==> src/rtl/core/sadc_pkg.sv <==
package sadc_pkg;

   // Default build of the scanner
   localparam int NUM_CHANNELS_DEFAULT = 8;
   localparam int DATA_BITS_DEFAULT    = 12;

   // Fixed field widths
   localparam int CHAN_W   = 3;
   localparam int SAMPLE_W = 12;
   localparam int TICK_W   = 16;

   // Command frame: start, single-ended, three channel bits, sampling bit
   localparam int             CMD_BITS   = 6;
   localparam logic [1:0]     CMD_PREFIX = 2'b11;
   localparam logic [TICK_W-1:0] HALF_PERIOD_RESET = 16'd50;

   // Result of one tick, handed from the sequencer to the output register
   typedef struct packed {
      logic                sck_level;
      logic                chip_select_n;
      logic                mosi_level;
      logic                busy_res;
      logic                sample_valid;
      logic [CHAN_W-1:0]   sample_channel;
      logic [SAMPLE_W-1:0] sample_value;
      logic                scan_done;
      logic [SAMPLE_W-1:0] read_value;
   } sadc_result_type;

   // Command bit at frame position pos (MSB first), only for pos below CMD_BITS
   function automatic logic cmd_bit(input logic [CHAN_W-1:0] chan, input logic [2:0] pos);
      logic [CMD_BITS-1:0] word;
      logic                bit_val;
      word = {CMD_PREFIX, chan, 1'b0};
      case (pos)
         3'd0:    bit_val = word[5];
         3'd1:    bit_val = word[4];
         3'd2:    bit_val = word[3];
         3'd3:    bit_val = word[2];
         3'd4:    bit_val = word[1];
         3'd5:    bit_val = word[0];
         default: bit_val = 1'b0;
      endcase
      return bit_val;
   endfunction

endpackage

==> src/rtl/core/sadc_core.sv <==
module sadc_core #(
   parameter int NUM_CHANNELS = sadc_pkg::NUM_CHANNELS_DEFAULT,
   parameter int DATA_BITS    = sadc_pkg::DATA_BITS_DEFAULT
) (
   input  logic                            clock,
   input  logic                            reset,
   input  logic                            step,
   input  logic                            start_scan,
   input  logic                            miso_level,
   input  logic [sadc_pkg::CHAN_W-1:0]     read_index,
   input  logic [sadc_pkg::TICK_W-1:0]     half_period_ticks,
   output sadc_pkg::sadc_result_type       result
);
   import sadc_pkg::*;

   localparam int READ_BITS  = DATA_BITS + 1;
   localparam int FRAME_BITS = CMD_BITS + READ_BITS;
   localparam int POS_W      = $clog2(FRAME_BITS + 1);
   localparam int EXT_W      = (DATA_BITS > SAMPLE_W) ? DATA_BITS : SAMPLE_W;
   localparam logic [POS_W-1:0]  FRAME_END = POS_W'(FRAME_BITS);
   localparam logic [POS_W-1:0]  CMD_END   = POS_W'(CMD_BITS);
   localparam logic [CHAN_W-1:0] LAST_CHAN = CHAN_W'(NUM_CHANNELS - 1);
   localparam int STORE_DEPTH = 1 << CHAN_W;

   logic [TICK_W-1:0]    tick_ff, tick_in;
   logic                 clock_high_ff, clock_high_in;
   logic [POS_W-1:0]     bit_pos_ff, bit_pos_in;
   logic [CHAN_W-1:0]    chan_ff, chan_in;
   logic [READ_BITS-1:0] shift_ff, shift_in;
   logic                 active_ff, active_in;
   logic                 select_n_ff, select_n_in;
   logic                 data_out_ff, data_out_in;
   logic [SAMPLE_W-1:0]  store_ff [STORE_DEPTH];

   logic [TICK_W-1:0]    half_period;
   logic [TICK_W-1:0]    tick_next;
   logic [POS_W-1:0]     bit_pos_next;
   logic [READ_BITS-1:0] shift_next;
   logic [EXT_W-1:0]     sample_ext;
   logic [SAMPLE_W-1:0]  sample;
   logic                 wr_en;
   logic                 done;

   // Zero half period acts as one tick
   assign half_period  = (half_period_ticks == '0) ? TICK_W'(1) : half_period_ticks;
   assign tick_next    = tick_ff + TICK_W'(1);
   assign bit_pos_next = bit_pos_ff + POS_W'(1);
   assign shift_next   = {shift_ff[READ_BITS-2:0], miso_level};
   // Drop the null bit, keep DATA_BITS, then fit to the 12-bit result
   assign sample_ext   = EXT_W'(shift_next[DATA_BITS-1:0]);
   assign sample       = sample_ext[SAMPLE_W-1:0];

   // Advance the bit sequencer by one tick
   always_comb begin
      tick_in       = tick_ff;
      clock_high_in = clock_high_ff;
      bit_pos_in    = bit_pos_ff;
      chan_in       = chan_ff;
      shift_in      = shift_ff;
      active_in     = active_ff;
      select_n_in   = select_n_ff;
      data_out_in   = data_out_ff;
      wr_en         = 1'b0;
      done          = 1'b0;
      if (step) begin
         if (!active_ff) begin
            if (start_scan) begin
               active_in     = 1'b1;
               chan_in       = '0;
               bit_pos_in    = '0;
               tick_in       = '0;
               clock_high_in = 1'b0;
               shift_in      = '0;
               select_n_in   = 1'b0;
               data_out_in   = cmd_bit('0, 3'd0);
            end
         end else begin
            tick_in = tick_next;
            if (tick_next >= half_period) begin
               tick_in = '0;
               if (bit_pos_ff >= FRAME_END) begin
                  // Deselect gap over: open the next channel's frame
                  chan_in       = chan_ff + CHAN_W'(1);
                  bit_pos_in    = '0;
                  shift_in      = '0;
                  clock_high_in = 1'b0;
                  select_n_in   = 1'b0;
                  data_out_in   = cmd_bit(chan_ff + CHAN_W'(1), 3'd0);
               end else if (!clock_high_ff) begin
                  clock_high_in = 1'b1;
               end else begin
                  if (bit_pos_ff >= CMD_END) begin
                     shift_in = shift_next;
                  end
                  bit_pos_in    = bit_pos_next;
                  clock_high_in = 1'b0;
                  if (bit_pos_next >= FRAME_END) begin
                     wr_en       = 1'b1;
                     select_n_in = 1'b1;
                     data_out_in = 1'b0;
                     if (chan_ff == LAST_CHAN) begin
                        active_in  = 1'b0;
                        done       = 1'b1;
                        bit_pos_in = '0;
                        chan_in    = '0;
                     end
                  end else if (bit_pos_next < CMD_END) begin
                     data_out_in = cmd_bit(chan_ff, bit_pos_next[2:0]);
                  end else begin
                     data_out_in = 1'b0;
                  end
               end
            end
         end
      end
   end

   // Hold sequencer state
   always_ff @(posedge clock) begin
      if (reset) begin
         tick_ff       <= '0;
         clock_high_ff <= 1'b0;
         bit_pos_ff    <= '0;
         chan_ff       <= '0;
         shift_ff      <= '0;
         active_ff     <= 1'b0;
         select_n_ff   <= 1'b1;
         data_out_ff   <= 1'b0;
      end else begin
         tick_ff       <= tick_in;
         clock_high_ff <= clock_high_in;
         bit_pos_ff    <= bit_pos_in;
         chan_ff       <= chan_in;
         shift_ff      <= shift_in;
         active_ff     <= active_in;
         select_n_ff   <= select_n_in;
         data_out_ff   <= data_out_in;
      end
   end

   // Store each finished sample in its channel's slot
   always_ff @(posedge clock) begin
      if (reset) begin
         for (int i = 0; i < STORE_DEPTH; i++) begin
            store_ff[i] <= '0;
         end
      end else if (wr_en) begin
         store_ff[chan_ff] <= sample;
      end
   end

   // Drive the tick's result, with the table read seeing this tick's write
   always_comb begin
      result.sck_level      = clock_high_in;
      result.chip_select_n  = select_n_in;
      result.mosi_level     = data_out_in;
      result.busy_res       = active_in;
      result.sample_valid   = wr_en;
      result.sample_channel = wr_en ? chan_ff : '0;
      result.sample_value   = wr_en ? sample : '0;
      result.scan_done      = done;
      result.read_value     = (wr_en && chan_ff == read_index) ? sample : store_ff[read_index];
   end

   // Idle pins: SCK low, chip select high, MOSI low
   a_idle_pins: assert property (@(posedge clock) disable iff (reset)
      !active_ff |-> (select_n_ff && !clock_high_ff && !data_out_ff))
      else $error("idle pins not parked");

   // Scan completion ends the scan on the next cycle
   a_done_ends_scan: assert property (@(posedge clock) disable iff (reset)
      done |=> !active_ff)
      else $error("scan still active after done");

   // Completion only comes with a stored sample
   a_done_with_sample: assert property (@(posedge clock) disable iff (reset)
      done |-> (wr_en && chan_ff == LAST_CHAN))
      else $error("scan done without last sample");

   // A sample is only taken at the end of a full frame with SCK high
   a_sample_at_frame_end: assert property (@(posedge clock) disable iff (reset)
      wr_en |-> (active_ff && clock_high_ff && bit_pos_next == FRAME_END))
      else $error("sample outside frame end");

endmodule

==> src/rtl/core/spi_adc_channel_scanner_unit.sv <==
// SPI converter channel scanner.
// req channel: one request per system-clock tick, carrying the scan start flag,
//   the sampled MISO level and a result table index. Every request is one tick
//   of the serial timing, so a caller that wants real pin timing sends one each cycle.
// rsp channel: exactly one response per request, in order, with the pin levels
//   (SCK, chip select, MOSI), busy, any sample finished on that tick and the
//   table entry selected by the request's index.
// csr channel: writes the SCK half period in ticks; write it while no request
//   waits for its response. A new value ends the running half period as soon as
//   the tick count reaches it.
// Throughput is one request per cycle while the receiver keeps up; the response is
//   valid in the cycle after request accept, held in the single response register.
// When the receiver stalls, the response register holds and req_tready drops
//   until the held response is taken; the same cycle it is taken a new request
//   may enter.
// Reset: pins idle (SCK low, chip select high, MOSI low), no scan, result
//   table cleared, half period back to 50 ticks.
module spi_adc_channel_scanner_unit #(
   parameter int NUM_CHANNELS = sadc_pkg::NUM_CHANNELS_DEFAULT,
   parameter int DATA_BITS    = sadc_pkg::DATA_BITS_DEFAULT
) (
   input  logic                        clock,
   input  logic                        reset,
   // request: [0] start_scan, [1] miso_level, [4:2] read_index, [7:5] zero
   input  logic                        req_tvalid,
   output logic                        req_tready,
   input  logic [7:0]                  req_tdata,
   // response: [0] sck_level, [1] chip_select_n, [2] mosi_level, [3] busy_res,
   // [4] sample_valid, [7:5] sample_channel, [19:8] sample_value,
   // [20] scan_done, [32:21] read_value, [39:33] zero
   output logic                        rsp_tvalid,
   input  logic                        rsp_tready,
   output logic [39:0]                 rsp_tdata,
   // half_period_ticks write
   input  logic                        csr_valid,
   output logic                        csr_ready,
   input  logic [sadc_pkg::TICK_W-1:0] csr_data
);
   import sadc_pkg::*;

   logic              step;
   logic [TICK_W-1:0] half_period_ff;
   logic              rsp_valid_ff;
   logic [39:0]       rsp_data_ff;
   logic [39:0]       rsp_data_in;
   sadc_result_type   result;

   // Accept a request whenever the response register is free or being drained
   assign req_tready = !rsp_valid_ff || rsp_tready;
   assign step       = req_tvalid && req_tready;
   assign csr_ready  = 1'b1;

   // Hold the half period register
   always_ff @(posedge clock) begin
      if (reset) begin
         half_period_ff <= HALF_PERIOD_RESET;
      end else if (csr_valid && csr_ready) begin
         half_period_ff <= csr_data;
      end
   end

   sadc_core #(
      .NUM_CHANNELS (NUM_CHANNELS),
      .DATA_BITS    (DATA_BITS)
   ) u_core (
      .clock             (clock),
      .reset             (reset),
      .step              (step),
      .start_scan        (req_tdata[0]),
      .miso_level        (req_tdata[1]),
      .read_index        (req_tdata[4:2]),
      .half_period_ticks (half_period_ff),
      .result            (result)
   );

   // Pack the response, first field lowest
   assign rsp_data_in = {7'd0,
                         result.read_value,
                         result.scan_done,
                         result.sample_value,
                         result.sample_channel,
                         result.sample_valid,
                         result.busy_res,
                         result.mosi_level,
                         result.chip_select_n,
                         result.sck_level};

   // Response register
   always_ff @(posedge clock) begin
      if (reset) begin
         rsp_valid_ff <= 1'b0;
      end else if (step) begin
         rsp_valid_ff <= 1'b1;
      end else if (rsp_tready) begin
         rsp_valid_ff <= 1'b0;
      end
   end

   always_ff @(posedge clock) begin
      if (step) begin
         rsp_data_ff <= rsp_data_in;
      end
   end

   assign rsp_tvalid = rsp_valid_ff;
   assign rsp_tdata  = rsp_data_ff;

   // Every accepted request leaves a response waiting
   a_req_gives_rsp: assert property (@(posedge clock) disable iff (reset)
      step |=> rsp_valid_ff)
      else $error("request accepted without response");

   // A stalled response is never overwritten
   a_no_overwrite: assert property (@(posedge clock) disable iff (reset)
      (rsp_valid_ff && !rsp_tready) |-> !step)
      else $error("request accepted over a stalled response");

   // A response disappears only after being taken
   a_rsp_drains: assert property (@(posedge clock) disable iff (reset)
      (rsp_valid_ff && !step && rsp_tready) |=> !rsp_valid_ff)
      else $error("response not drained");

endmodule
==> config.mk <==
export PLATFORM = sky130hd
export DESIGN_NAME = spi_adc_channel_scanner_unit
export DESIGN_NICKNAME = d
export VERILOG_FILES = /design/src/rtl/core/sadc_pkg.sv /design/src/rtl/core/sadc_core.sv /design/src/rtl/core/spi_adc_channel_scanner_unit.sv
export SDC_FILE = /design/constraint.sdc
export NUM_CORES = 1
export LEC_CHECK = 0
export BUFFER_PORTS_ARGS = -buffer_cell sky130_fd_sc_hd__buf_4
export CORE_MARGIN = 3
export CORE_UTILIZATION = 55
export CTS_BUF_LIST = sky130_fd_sc_hd__clkbuf_8
export DETAILED_ROUTE_END_ITERATION = 12
export PLACE_DENSITY = 0.74
export SYNTH_ARGS = -nofsm -noshare
export SYNTH_HDL_FRONTEND = slang
export SYNTH_SLANG_ARGS = --single-unit
==> constraint.sdc <==
create_clock -name clock -period 5.17 [get_ports clock]
set_clock_uncertainty 0.2 [all_clocks]
set_input_delay 0.2585 -clock clock [delete_from_list [all_inputs] [get_ports clock]]
set_output_delay 0.2585 -clock clock [all_outputs]
set_load 0.03 [all_outputs]
==> results of run 1 <==
[power by group through the flow]
| stage | registers [mW] | clock network [mW] | logic (mW) |
|---|---|---|---|
| final | 1.67 | 0.981 | 0.310 |
| after global routing | 1.68 | 1.06 | 0.331 |
| after floorplan | 1.74 | 0 | 0.160 |
| after detailed placement | 1.71 | 0 | 0.284 |
| after global placement | 1.70 | 0 | 0.279 |
| after CTS | 1.67 | 0.995 | 0.309 |
[registers in the layout, indices dropped and copies added, names as in the netlist]
register / flops
rsp_tvalid: 1
u_core.select_n_ff: 1
rsp_tdata: 33
half_period_ff: 16
u_core.tick_ff: 16
u_core.clock_high_ff: 1
u_core.chan_ff: 3
u_core.data_out_ff: 1
u_core.bit_pos_ff: 5
u_core.store_ff: 96
u_core.shift_ff: 11
u_core.active_ff: 1
[critical path, stage by stage, from the launching register on]
cell,delay [ps]
dfxtp_1,450
and3_1,210
nand4_1,260
or4_1,590
xnor2_1,180
ha_1,310
nand2_1,100
a2111oi_4,420
a21o_2,320
nand3_4,270
inv_1,520
a31o_2,500
[kinds of logic (layout without fill, tap and decap cells)]
logic type,count (synthesis),count (layout),share of synthesized area [%]
fa+ha+maj,24,24,3.259
compound gates,79,79,6.640
xor+xnor,18,18,1.711
simple gates,281,281,17.14
buf+inv,91,177,4.806
flops,185,185,54.20
mux,79,79,12.17
other cells,2,8,0.08150
[through the flow]
stage	worst slack, ps	hold slack, ps	total power [mW]	instance area, µm²	cells
6_report	481.9	44.28	2.963	10610	1067
3_3_place_gp	634.4	268.3	1.980	9813	996
5_1_grt	129.4	32.47	3.069	10610	1067
3_5_place_dp	503.4	285.2	1.990	9813	996
2_1_floorplan	523.2	188.0	1.897	9238	765
4_1_cts	476.9	18.29	2.976	10610	1067
[layer usage]
layer	part of all wire (%)	global-route usage, %	wire length, µm	vias up
met1	42	32.05	8658	3097
met4	1.5	8.231	310	0
met2	48	38.77	9979	241
li1	-	-	-	2947
met5	0	0	0	-
met3	7.9	3.900	1630	29
[repair_timing]
item | 4_1_cts | 5_1_grt
hold endpoints to repair | 26 | 0
setup buffers | 0 | 0
hold buffers | 39 | 0
[final timing paths]
kind	from	to	slack, ps	depth (start not counted)
worst max-delay path	u_core.tick_ff[6]	u_core.store_ff[0][0]	480	11
worst max register to register	u_core.tick_ff[6]	u_core.store_ff[0][0]	480	11
worst min register to register	u_core.select_n_ff	u_core.select_n_ff	310	2
worst min-delay path	csr_valid	half_period_ff[5]	40	2
[area by class of cell]
cell class                 instances  share of cell area (%)
clock buffer                      17                   2.205
tap                              216                   2.547
sequential                       185                   47.08
timing repair buffer             116                   9.246
clock inverter                    15                   1.616
inverter                          29                   1.026
multi-input combinational        489                   36.28
[layout by cell type (no fill, tap or decap), types with 4 or more instances in the layout]
cell,count
a22o_1,7
dlygate4sd3_1,39
mux2i_1,31
dfxtp_1,56
a211oi_1,6
nor4_2,32
xor2_1,8
nand3_1,6
buf_4,76
a221o_1,4
inv_1,28
o21ai_0,8
a21oi_1,13
nand4_1,9
clkbuf_8,17
nand2_1,75
mux2_2,24
ha_1,24
and2_1,18
nor2_1,84
and3_1,12
mux4_2,24
xnor2_1,10
nor2b_1,4
nor4_1,15
o41ai_2,4
o211ai_1,4
conb_1,8
nor3_1,7
edfxtp_1,129
o31ai_1,4
==> summary.md, run 1 <==
| Metric | Value |
|---|---|
| Status | `finished clean` |
| # IOs | `72` |
| Synth top area share | `42.04%` |
| Starting Density | `roughly 57%` |
| Via count | `around 6300` |
| I/O Buffers | `60` |
| Synth top cells by count | `129 x edfxtp_1, 84 x nor2_1, 76 x nand2_1` |
| Seq/Total Area, Yosys | `54.20%` |
| Nets | `roughly 890` |
| Startpoint types | `register` |
| Number of synthesized register bits | `about 190` |
| Sink Count | `185` |
| Seq pwr share | `a little under three fifths` |
| Area occupied by multi-input gates | `just under 4000 µm²` |
| Synth area leaders | `edfxtp_1 42%, dfxtp_1 12%, mux4_2 5.9%` |
| Largest net degree at the start of global routing | `42` |
| Pwr dens | `279.3 nW/µm²` |
| # fillers | `between 1000 and 1500` |
| Final ANT Viol Nets | `0` |
| Initial antenna violation count | `0` |
| Switching pwr | `0.7337 mW` |
| Final setup TNS | `0 ps` |
| All-Layer GR Usage | `23.58%` |
| CTS max path bufs | `2` |
| Leak | `roughly 3.8 nW` |
| CP Data Required Time | `5100 ps` |
| Top FF cell, synth | `edfxtp_1` |
| Min cycle time layout | `4688 ps` |
| Final setup viols | `0` |
| RSZ-0062 raised after global routing | `no` |
| Remaining DRCs | `0` |
| Mapped Cells | `between 700 and 800` |
| Critical Path Fanout Max | `18` |
| Critical path arrival | `between 4000 and 5000 ps` |
| Cts repair resizes | `0` |
| CTS buffer count | `17` |
| First-pass GRT wire length | `roughly 33 mm` |
| Cell taking the most area after synthesis | `edfxtp_1` |
| Final worst-path cycle share | `around nine tenths` |
| Detailed placement HPWL | `13.34 mm` |
| DIE AREA | `18340 µm²` |
| RePlAce Congestion | `approximately 0.85` |
| Final wirelength | `a little over 20 mm` |
| Cell Int Power | `roughly 2.2 mW` |
| Core area | `16120 µm²` |
| Ys async rst share | `0%` |
| Warnings, synthesis | `0` |
| Worst setup EP type | `register` |
| Fmax | `213.3 MHz` |
| Max VDD drop | `approximately 180 µV` |
| Worst Hold Class | `input port to register` |
| Grt ovf | `0` |
| EDFF count, synth | `between 100 and 150` |
| Die W | `135.4 µm` |
| Logic pwr share | `around a tenth` |
| Diode count | `0` |
| Wire length per cell | `between 15 and 20 µm` |
| Die height | `between 100 and 150 µm` |
| CTS tree | `built` |
| DRT iter0 DRCs | `509` |
| Area delta synth->final | `15.13%` |
| Final Hold Viols | `0` |
| Site Rows | `46` |
| Clk_lat worst skew | `about 470 ps` |
| H-tree depth | `4` |
| Actual slew at the worst max-slew pin | `between 900 and 1000 ps` |
| Cell with the most instances after synthesis | `edfxtp_1` |
| Via/cell ratio | `between 5 and 6` |
| Clock slew at reported path FFs | `about 100 ps` |
| Post-synth cell types | `between 60 and 70` |
| Synthesized cell area | `between 9000 and 10000 µm²` |
| Pre-Repair DR Iteration Count | `5` |
| Root Driver | `clkbuf_8` |
| Finished Core Util | `between 60 and 70%` |
| Slew margin rel. | `between 30% and 40%` |
| Vias in the first global route | `roughly 6400` |
| Mean Syn Cell Area | `roughly 12 µm²` |
| Setup CP Type | `register to register` |
| Net Sw Frac | `24.76%` |
| Slew Limit Fails | `0` |
| Max-Cap Viols | `0` |
| Clock power share | `about a third` |
| Layout cells sized above 1 | `between 20% and 30%` |
| FF+latch area | `approximately 5000 µm²` |
(Power assumes the default switching activity.)
==> inputs of run 2 (changes only) <==
Settings changed: SETUP_SLACK_MARGIN set to 0.5.
==> summary.md, run 2 (same netlist as run 1, synthesis figures left out) <==
| Metric | Value |
|---|---|
| Final worst-path cycle share | `84.50%` |
| Met2 Routed Length | `between 9 and 10 mm` |
| Final ANT Viol Nets | `0` |
| Worst setup margin | `between 800 and 900 ps` |
| Vias in the first global route | `6349` |
| Status | `finished clean` |
| Die height | `~140 µm` |
| Finished Core Util | `approximately two thirds` |
| Commonest non-fill, non-tap cell in the layout | `edfxtp_1` |
| Via count | `approximately 6400` |
| CTS tree | `built` |
| Clock slew at reported path FFs | `100 ps` |
| Critical Path Fanout Max | `41` |
| Fmax | `~230 MHz` |
| Pwr dens | `between 200 and 300 nW/µm²` |
| Final Hold Viols | `0` |
| Startpoint types | `register` |
| Clk_lat worst skew | `about 470 ps` |
| Leak | `roughly 3.8 nW` |
| Max reg flops | `96` |
| CTS buffer count | `17` |
| DIE AREA | `about 18000 µm²` |
| Site Rows | `46` |
| Setup CP Type | `register to register` |
| Final std cells w/o fill | `1076` |
| Grt ovf | `0` |
| Die W | `around 140 µm` |
| Diode count | `0` |
| Place WS | `between 500 and 600 ps` |
| Met1 wire length | `roughly 8.8 mm` |
| Inst Count DP | `approximately 1000` |
| DRT iter0 DRCs | `approximately 540` |
| Via/cell ratio | `around 6` |
| Max-Cap Viols | `0` |
| Top reg by flops | `u_core.store_ff` |
| H-tree depth | `4` |
| Critical path arrival | `4330 ps` |
| RSZ-0062 raised after global routing | `no` |
| Sink Count | `about 190` |
| Nets | `900` |
| I/O Buffers | `60` |
| CTS max path bufs | `2` |
| Wire length per cell | `19.23 µm` |
| Commonest cells after routing, fill and taps aside | `129 x edfxtp_1, 85 x buf_4, 84 x nor2_1` |
| Core area | `approximately 16000 µm²` |
| Worst Hold Class | `input port to register` |
| Starting Density | `57.18%` |
| Initial antenna violation count | `0` |
| Final setup TNS | `0 ps` |
| Remaining DRCs | `0` |
| Area delta synth->final | `15.93%` |
| All-Layer GR Usage | `23.62%` |
| Max VDD drop | `176.0 µV` |
| Met3 WL | `around 1.6 mm` |
| Slew margin rel. | `between 30% and 40%` |
| # IOs | `72` |
| Final setup viols | `0` |
| Detailed placement HPWL | `13.34 mm` |
| Layout cells sized above 1 | `between 20% and 30%` |
| Pre-Repair DR Iteration Count | `5` |
| Root Driver | `clkbuf_8` |
| Slew Limit Fails | `0` |
| Largest net degree at the start of global routing | `between 40 and 50` |
| Final wirelength | `~21 mm` |
| Actual slew at the worst max-slew pin | `around 1000 ps` |
| Top layer in use | `met4` |
| CP Data Required Time | `about 5100 ps` |
| Worst setup EP type | `register` |
| Power, Total | `around 3.0 mW` |
| RePlAce Congestion | `0.8461` |
| Min cycle time layout | `4369 ps` |
| First-pass GRT wire length | `33.33 mm` |
==> run 2: changes by cell type in the layout (fill, tap and decap cells not counted), sizes merged <==
| cell | change |
|---|---|
| clkinvlp | +1 |
| inv | -1 |
| buf | +9 |
==> run 2: critical path, cell delays in order, from the launching register on <==
cell,delay [ps]
dfxtp_1,440
and3_1,210
nand4_1,260
or4_1,600
xnor2_1,180
ha_1,310
nand2_1,100
a2111oi_4,420
a21o_2,320
nand3_4,200
buf_12,270
o31ai_2,250
buf_4,270
==> run 2: area by class of cell <==
type                       count  area, µm²
fill                        1202       5433
clock inverter                15      171.4
clock buffer                  17      234.0
tap                          216      270.3
multi-input combinational    489       3851
timing repair buffer         125       1049
inverter                      29      112.6
sequential                   185       4995
==> run 2: through the flow <==
stage	cell area (µm²)	hold WS, ps
after global routing	10680	29.21
after detailed placement	9813	285.2
final	10680	41.97
after CTS	10610	18.29
after global placement	9813	268.3
after floorplan	9238	188.0
==> run 2: final timing paths <==
check | slack [ps] | cells after the start | start | end
setup / recovery | 800 | 12 | u_core.tick_ff[6] | u_core.store_ff[1][0]
hold / removal | 40 | 2 | csr_valid | half_period_ff[5]
setup reg to reg | 800 | 12 | u_core.tick_ff[6] | u_core.store_ff[1][0]
hold reg to reg | 310 | 2 | u_core.select_n_ff | u_core.select_n_ff
==> run 2: metal layers <==
metal  GRT usage, %  up-vias
met5              0        -
met1          32.00     3126
li1               -     2960
met2          38.77      270
met4          8.063        0
met3          4.272       32
==> run 2: power breakdown <==
group / internal, mW / total [mW] / switching, mW
Clock: 0.442 / 0.985 / 0.543
Combinational: 0.140 / 0.310 / 0.170
Sequential: 1.65 / 1.67 / 0.0241
==> run 2: timing repair <==
item / in CTS / in global routing
hold buffers: 39 / 0
endpoints found under the setup margin: 12 / 112
resized for setup: 1 / 1
buffers inserted: 0 / 9
hold endpoints to repair: 26 / 0
==> inputs of run 3 (changes only) <==
Clock period 5.17 ns to 4.1 ns, I/O delays scaled along.
==> summary.md, run 3 (same netlist as run 1, synthesis figures left out) <==
| Metric | Value |
|---|---|
| Slew margin rel. | `a little over two fifths` |
| Worst Hold Class | `input port to register` |
| DIE AREA | `18340 µm²` |
| Startpoint types | `register` |
| Grt ovf | `0` |
| Critical Path Fanout Max | `6` |
| CTS tree | `built` |
| Area occupied by multi-input gates | `4219 µm²` |
| RePlAce Congestion | `0.8642` |
| Pwr dens | `approximately 320 nW/µm²` |
| Commonest non-fill, non-tap cell in the layout | `edfxtp_1` |
| Largest net degree at the start of global routing | `34` |
| Layout cells sized above 1 | `about a third` |
| Nets | `958` |
| Worst setup EP type | `register` |
| DRT iter0 DRCs | `around 530` |
| Final Hold Viols | `0` |
| Max-Cap Viols | `0` |
| Place WS | `-22.73 ps` |
| Final wirelength | `between 20 and 25 mm` |
| Clk_lat worst skew | `~480 ps` |
| All-Layer GR Usage | `25.15%` |
| Die W | `about 140 µm` |
| Area delta synth->final | `26.60%` |
| Detailed placement HPWL | `between 10 and 15 mm` |
| # IOs | `between 70 and 80` |
| Via/cell ratio | `a little over 6` |
| Fmax | `~260 MHz` |
| Core area | `16120 µm²` |
| Max reg flops | `96` |
| Final setup viols | `0` |
| Leak | `4.259 nW` |
| Die height | `between 100 and 150 µm` |
| Sink Count | `about 190` |
| Pre-Repair DR Iteration Count | `5` |
| CTS buffer count | `17` |
| Final ANT Viol Nets | `0` |
| Clock slew at reported path FFs | `100 ps` |
| Root Driver | `clkbuf_8` |
| CP Data Required Time | `slightly above 4000 ps` |
| Slew Limit Fails | `0` |
| Starting Density | `between 50 and 60%` |
| Min cycle time layout | `roughly 3800 ps` |
| Vias in the first global route | `between 6000 and 7000` |
| Via count | `around 7000` |
| RSZ-0062 raised after global routing | `yes` |
| Final worst-path cycle share | `93.06%` |
| Remaining DRCs | `0` |
| Diode count | `0` |
| CTS max path bufs | `2` |
| FF+latch area | `5017 µm²` |
| Top reg by flops | `u_core.store_ff` |
| Initial antenna violation count | `0` |
| Commonest cells after routing, fill and taps aside | `129 x edfxtp_1, 106 x buf_4, 84 x nor2_1` |
| Actual slew at the worst max-slew pin | `865.7 ps` |
| Final setup TNS | `0 ps` |
| I/O Buffers | `60` |
| H-tree depth | `4` |
| Site Rows | `46` |
| First-pass GRT wire length | `35.37 mm` |
| Max VDD drop | `227.3 µV` |
| Worst setup margin | `284.4 ps` |
| Status | `finished clean` |
| Critical path arrival | `around 3900 ps` |
| Setup CP Type | `register to register` |
| Power, Total | `~3.7 mW` |
| # fillers | `1051` |
| Wire length per cell | `around 21 µm` |
==> run 3: cell types whose count changed in the layout (fill, tap and decap cells not counted), moves of 5 or more <==
| cell | before | now |
|---|---|---|
| dfxtp_2 | 0 | 6 |
| dfxtp_1 | 56 | 46 |
| buf_4 | 85 | 106 |
| buf_6 | 0 | 13 |
| buf_12 | 1 | 6 |
| dlygate4sd3_1 | 39 | 51 |
| mux2_2 | 24 | 12 |
| mux2_4 | 0 | 12 |
| nor4_1 | 15 | 8 |
| nor4_2 | 32 | 38 |
==> run 3: per-stage QoR <==
step                cell area, µm²  util [%]  std cells  hold WS (ps)
detailed placement           10010     62.09       1002         237.5
CTS                          11290     70.03       1113         90.47
global route                 11670     72.39       1134         118.4
floorplan                     9399         -        765         134.5
global placement             10010     62.09       1002         223.3
finish                       11670     72.39       1134         120.8
==> run 3: critical path, stage by stage, from the launching register on <==
cell       delay [ps]
dfxtp_4           380
ha_4              140
and3_4            190
nand3_4           100
nor2b_4           180
nand4_1           150
xnor2_1           180
ha_1              340
o21ai_2           160
a21oi_1           120
a221o_1           390
a21o_2            240
buf_6             140
buf_4             130
nand4_1           150
buf_6             160
clkbuf_16         160
nor2_1             50
==> run 3: final cells by class <==
class	count	share of cell area, %
well taps	216	2.317
clock buffers	17	2.006
clock inverters	15	1.158
inverters	29	0.9653
multi-input cells	491	36.16
flip-flops and latches	185	43.01
repair buffers	181	14.38
==> run 3: path summary, 6_finish.rpt <==
kind | slack (ps) | to | depth (start not counted) | start
worst max register to register | 280 | u_core.store_ff[1][8] | 17 | u_core.tick_ff[0]
worst min-delay path | 120 | rsp_tdata[7] | 3 | rsp_tready
worst max-delay path | 280 | u_core.store_ff[1][8] | 17 | u_core.tick_ff[0]
worst min register to register | 330 | u_core.select_n_ff | 2 | u_core.select_n_ff
==> run 3: per-layer routing <==
metal | share of wire [%] | vias up | GRT usage, % | routed length, µm
li1 | - | 3097 | - | -
met1 | 39 | 3382 | 33.23 | 9315
met2 | 50 | 393 | 42.75 | 11980
met3 | 9.0 | 34 | 4.495 | 2141
met4 | 1.5 | 0 | 7.503 | 346
met5 | 0 | - | 0 | 0
==> run 3: what timing repair did <==
item / in CTS / in global routing
hold buffers: 51 / 0
endpoints found under the setup margin: 246 / 235
pin swaps: 12 / 7
resized for setup: 39 / 36
cloned: 1 / 7
endpoints found under the hold margin: 33 / 0
setup buffers: 27 / 14
==> run 3: report_power, final <==
part | internal [mW] | switching (mW)
Combinational | 0.218 | 0.234
Sequential | 2.08 | 0.0318
Clock | 0.445 | 0.723
Total | 2.74 | 0.989
